<file path="src/rtl/assert_macros.svh">
// Assertion macros used by the top-level RTL file of the quaternion-to-Euler block.
// Include this file by name; it defines nothing but the macros below.
`ifndef ASSERT_MACROS_SVH
`define ASSERT_MACROS_SVH

// Same-cycle implication, disabled while reset is asserted.
`define ASSERT_SAME(lbl, clk, rst_n, ante, cons, msg) \
  lbl: assert property (@(posedge clk) disable iff (!rst_n) (ante) |-> (cons)) \
    else $error(msg);

// Next-cycle implication, disabled while reset is asserted.
`define ASSERT_NEXT(lbl, clk, rst_n, ante, cons, msg) \
  lbl: assert property (@(posedge clk) disable iff (!rst_n) (ante) |=> (cons)) \
    else $error(msg);

`endif

</file>
<file path="src/rtl/qre_pkg.sv">
// Package for the quaternion report to Euler angle unit: widths, constants,
// register indexes, the arctangent table and the structs between stages.
// No dependencies.
package qre_pkg;

  localparam int ANGLE_ITERATIONS = 16;
  localparam int CORDIC_STEPS     = (ANGLE_ITERATIONS < 24) ? ANGLE_ITERATIONS : 24;

  // Square root: 32 result bits, two per stage.
  localparam int ROOT_W       = 32;
  localparam int RAD_W        = 64;
  localparam int REM_W        = 36;
  localparam int ISQRT_STAGES = ROOT_W / 2;

  localparam int ARG_W  = 36;  // atan2 operands
  localparam int MAG_W  = 35;  // their magnitudes
  localparam int LEAD_W = 6;
  localparam int CX_W   = 34;  // CORDIC working registers
  localparam int Z_W    = 32;  // angle in centidegrees Q16

  localparam int CORDIC_LAT = 3 + CORDIC_STEPS + 2;
  localparam int SIDE_DLY   = 2 + ISQRT_STAGES;
  localparam int TOTAL_LAT  = 3 + SIDE_DLY + CORDIC_LAT;

  localparam logic [32:0]          NORM_SQ_MIN  = 33'd2684354;
  localparam logic [15:0]          MIN_LENGTH   = 16'd19;
  localparam logic [LEAD_W-1:0]    NORM_POS     = LEAD_W'(29);
  localparam logic signed [Z_W-1:0] QUARTER_TURN = 32'sd589824000;
  localparam logic signed [Z_W-1:0] HALF_TURN    = 32'sd1179648000;
  localparam logic [16:0]          CDEG_LIMIT   = 17'd18000;

  localparam int            CFG_IDX_W   = 2;
  localparam logic [7:0]    TS_ID_RESET  = 8'd251;
  localparam logic [7:0]    ROT_ID_RESET = 8'd5;

  typedef enum logic [CFG_IDX_W-1:0] {
    CFG_TS_ID  = 2'd0,
    CFG_ROT_ID = 2'd1
  } cfg_idx_e;

  typedef struct packed {
    logic signed [ARG_W-1:0] rn;
    logic signed [ARG_W-1:0] rd;
    logic signed [ARG_W-1:0] yn;
    logic signed [ARG_W-1:0] yd;
    logic signed [ARG_W-1:0] pit_y;
    logic                    ok;
    logic [1:0]              acc;
  } side_t;

  typedef struct packed {
    logic       ok;
    logic [1:0] acc;
  } meta_t;

  typedef struct packed {
    logic xneg;
    logic yneg;
    logic zero;
  } flags_t;

  typedef struct packed {
    logic [RAD_W-1:0]  rad;
    logic [REM_W-1:0]  rem;
    logic [ROOT_W-1:0] root;
  } sq_t;

  // atan(2^-i) in centidegrees Q16.
  function automatic logic signed [Z_W-1:0] atan_q16(input logic [4:0] i);
    logic signed [Z_W-1:0] v;
    case (i)
      5'd0:  v = 32'sd294912000;
      5'd1:  v = 32'sd174096719;
      5'd2:  v = 32'sd91987925;
      5'd3:  v = 32'sd46694507;
      5'd4:  v = 32'sd23437865;
      5'd5:  v = 32'sd11730358;
      5'd6:  v = 32'sd5866610;
      5'd7:  v = 32'sd2933484;
      5'd8:  v = 32'sd1466764;
      5'd9:  v = 32'sd733385;
      5'd10: v = 32'sd366693;
      5'd11: v = 32'sd183346;
      5'd12: v = 32'sd91673;
      5'd13: v = 32'sd45837;
      5'd14: v = 32'sd22918;
      5'd15: v = 32'sd11459;
      5'd16: v = 32'sd5730;
      5'd17: v = 32'sd2865;
      5'd18: v = 32'sd1432;
      5'd19: v = 32'sd716;
      5'd20: v = 32'sd358;
      5'd21: v = 32'sd179;
      5'd22: v = 32'sd90;
      5'd23: v = 32'sd45;
      default: v = '0;
    endcase
    return v;
  endfunction

endpackage

</file>
<file path="src/rtl/qre_isqrt.sv">
// Pipelined floor integer square root, two result bits per stage.
// Depends on qre_pkg.
module qre_isqrt import qre_pkg::*; (
  input  logic              clk_i,
  input  logic              en_i,
  input  logic [RAD_W-1:0]  rad_i,
  output logic [ROOT_W-1:0] root_o
);

  function automatic sq_t sq_step(input sq_t s);
    sq_t              r;
    logic [REM_W-1:0] trial;
    r.rem  = {s.rem[REM_W-3:0], s.rad[RAD_W-1:RAD_W-2]};
    r.rad  = {s.rad[RAD_W-3:0], 2'b00};
    trial  = {{(REM_W-ROOT_W-2){1'b0}}, s.root, 2'b01};
    if (r.rem >= trial) begin
      r.rem  = r.rem - trial;
      r.root = {s.root[ROOT_W-2:0], 1'b1};
    end else begin
      r.root = {s.root[ROOT_W-2:0], 1'b0};
    end
    return r;
  endfunction

  sq_t src0;
  sq_t st_q [ISQRT_STAGES];

  assign src0 = '{rad: rad_i, rem: '0, root: '0};

  always_ff @(posedge clk_i) begin
    if (en_i) begin
      st_q[0] <= sq_step(sq_step(src0));
      for (int k = 1; k < ISQRT_STAGES; k++) st_q[k] <= sq_step(sq_step(st_q[k-1]));
    end
  end

  assign root_o = st_q[ISQRT_STAGES-1].root;

endmodule

</file>
<file path="config.mk">
export PLATFORM = sky130hd
export DESIGN_NAME = qre_isqrt
export DESIGN_NICKNAME = d
export VERILOG_FILES = /design/src/rtl/assert_macros.svh /design/src/rtl/qre_pkg.sv /design/src/rtl/qre_isqrt.sv
export SDC_FILE = /design/constraint.sdc
export NUM_CORES = 2
export LEC_CHECK = 0
export ABC_AREA = 1
export BUFFER_PORTS_ARGS = -buffer_cell sky130_fd_sc_hd__buf_2
export CELL_PAD_IN_SITES_DETAIL_PLACEMENT = 0
export CELL_PAD_IN_SITES_GLOBAL_PLACEMENT = 1
export CORE_ASPECT_RATIO = 0.75
export CORE_MARGIN = 2
export CORE_UTILIZATION = 40
export CTS_BUF_LIST = sky130_fd_sc_hd__clkbuf_16
export DETAILED_ROUTE_END_ITERATION = 7
export PLACE_DENSITY_LB_ADDON = 0.1
export SETUP_SLACK_MARGIN = 0.2
export SYNTH_ARGS = -nofsm -noshare
export SYNTH_HDL_FRONTEND = slang
export SYNTH_SLANG_ARGS = --single-unit
export TNS_END_PERCENT = 5
</file>
<file path="constraint.sdc">
create_clock -name clk_i -period 9.2 [get_ports clk_i]
set_clock_uncertainty 0.1 [all_clocks]
set_input_delay 1.38 -clock clk_i [delete_from_list [all_inputs] [get_ports clk_i]]
set_output_delay 1.38 -clock clk_i [all_outputs]
set_load 0.01 [all_outputs]
</file>
==> impl_metrics.ini <==
[drt]
wire_per_inst_um = 20.9
wl_met1_um = 169000
vias_per_cell = 5.37
first_iter_violations = 8815
postRouteAntennaNets = 0
drc_errors = 0
wl_met3_um = 25000
drt_pass1_iterations = 6
wl_met2_um = 127000
top_layer = met4
via_count = 83900
totalWireLength_um = 327000

[synthesis]
synth_top_family_by_area = simple AND/OR/NAND/NOR gates
yosysTopAreaCellShare_pct = 40.2
synthXorXnorAreaFrac_pct = 4.96
synthAdderAreaFrac_pct = 7.54
synth_edf_count = 1239
ys_seq_elements = 1239
synth_top_cell_by_area = edfxtp_1
postSynth.asyncResetShare_pct = 0
synthSimpleGateAreaFrac_pct = 28.3
syn_area_um2 = 92500
ys_top_cells_by_area = edfxtp_1, nand2_1, ha_1
synthFlopType = edfxtp_1
yosysUniqueCellTypes = 68
synth-compound-area-share_pct = 10.8
ys_warn_count = 0
synth_mux_area_share_pct = 0
syn_avg_cell_area_um2 = 7.50
syn_inst = 12300
ys_seq_area_share_pct = 40.2

[die]
core_area_um2 = 229000
die_area_um2 = 235000
initial_core_util_pct = 40.3
dieWidth_um = 559
rows = 152
die_y_um = 421
io_pins = 98

[sta]
fin_crit_ns = 7.21
tightestPinTransition_ns = 1.32
drv_slew = 0
whs_ns = 0.274
rsz0062_at_grt = no
fin_tns_setup_ns = 0
finalHoldViolCount = 0
fmax_mhz = 139
fin_crit_sh_pct = 78.4
finalSetupViolCount = 0
maxSlewHeadroom_pct = 11.6

[clocking]
cts_resized = 0
cts_setup_buffers = 0
cts_root_buffer = clkbuf_16
cts_buffer_depth = 4
cts.sinks = 1239
hold_buffers = 0
clk_pin_slew_ns = 0.06
clock_latency_ns = 0.86
cts_max_level = 4
cts_tree = built
numCtsBuffers = 149

[layout]
final_cell_mix = nand2_1, inv_1, nor2_1
utilization_pct = 44.1
area_growth_pct = 9.24
design_area_um2 = 101000
final_common_cell = nand2_1
reg.largest.list = st_q x1239
layout.nets = 13100
num_antenna_cells = 0
layout-drive-gt1-share_pct = 4.25
largest-register = st_q
largest_reg_flops = 1239

[grt]
grt_pass1_wl_um = 491000
antenna_found_initial = 11
track_usage_pct = 27.2
grt_overflow = 0
grt_pass1_vias = 77900
grt_max_degree = 178

[place]
place_area_um2 = 96200
io_buffers = 97
gp_congestion = 0.970
hpwl_um = 268000

[job]
drv_cap = 0

[hold_path]
hp-class = register to register

[power]
power.total_mw = 28.7
ir_worst_vdd_uv = 150
cellPowerDensity_nw_per_um2 = 284
p_leak_nw = 44.1

[setup_path]
worstPathMaxFanout = 33
critical_path_class = register to register
cp_data_arrival_time_ns = 7.64
required_ns = 9.63
start_kind = register
cp-end-kind = register

[run_status]
status = finished clean
final cells by class:
cell class | count | area, um^2
sequential | 1239 | 37200
timing repair buffer | 129 | 841
clock buffer | 150 | 3750
inverter | 1737 | 6520
fill | 23600 | 128000
tap | 3080 | 3850
clock inverter | 109 | 1100
multi-input combinational | 9187 | 47800
kinds of logic (layout without fill, tap and decap cells):
logic type      Yosys count  count (layout)
simple gates           6254            6254
compound gates         1849            1849
xor+xnor                523             523
flops                  1239            1239
buf+inv                1911            2125
fa+ha+maj               558             558
other cells               1               3
final timing paths:
check,slack [ns],cells past startpoint,start,endpoint
worst min-delay path,0.27,0,st_q[0][71],st_q[0][203]
worst min register to register,0.27,0,st_q[0][71],st_q[0][203]
worst max-delay path,1.99,24,st_q[1][273],st_q[1][437]
worst max register to register,1.99,24,st_q[1][273],st_q[1][437]
critical path, cell delays in order (launching register included):
cell,delay (ns)
edfxtp_1,0.64
inv_1,0.14
ha_1,0.38
nand2_1,0.11
nor2_1,0.30
nand2_1,0.09
inv_1,0.08
nand4_1,0.08
nand3_1,0.21
nand2_1,0.14
nand2_1,0.64
inv_1,0.38
buf_4,0.32
o21ai_0,0.51
ha_1,0.40
nand2_1,0.15
inv_1,0.05
a21oi_1,0.17
o21ai_0,0.10
a21oi_1,0.13
nand2_1,0.17
nand2_1,0.15
nand3_2,0.54
inv_2,0.70
o21ai_0,0.20
where the power goes:
part           switching, mW  total [mW]  internal, mW
Combinational           9.86        14.3          4.45
Sequential             0.854        8.38          7.53
Clock                   2.53        6.01          3.48
routing by layer:
metal | vias up | global-route usage, %
li1 | 41300 | -
met1 | 39500 | 43.3
met2 | 2783 | 38.0
met3 | 283 | 4.62
met4 | 0 | 4.83
met5 | - | 0
Yosys cell counts, types with 42 or more instances:
master and number:
nand2_1 3308, o21ai_1 61, nor4_1 42, o21ai_0 710, a31oi_1 66, xnor2_1 237, xor2_1 285, nand3_1 839
nand4_1 228, a21oi_1 767, ha_1 558, nor3_1 200, o21bai_1 49, inv_1 1695, a21o_1 50, o21a_1 49
buf_2 57, or2_2 47, nor2_1 1427, clkbuf_1 48, edfxtp_1 1239, nand3b_1 44, buf_4 55
per-stage QoR:
stage                     worst slack, ns  instances
after floorplan                      4.83      12300
after global placement               2.18      15400
after detailed placement             2.16      15400
after CTS                            2.15      15600
after global routing                 1.44      15600
final                                1.99      15600
(Power assumes the default switching activity.)
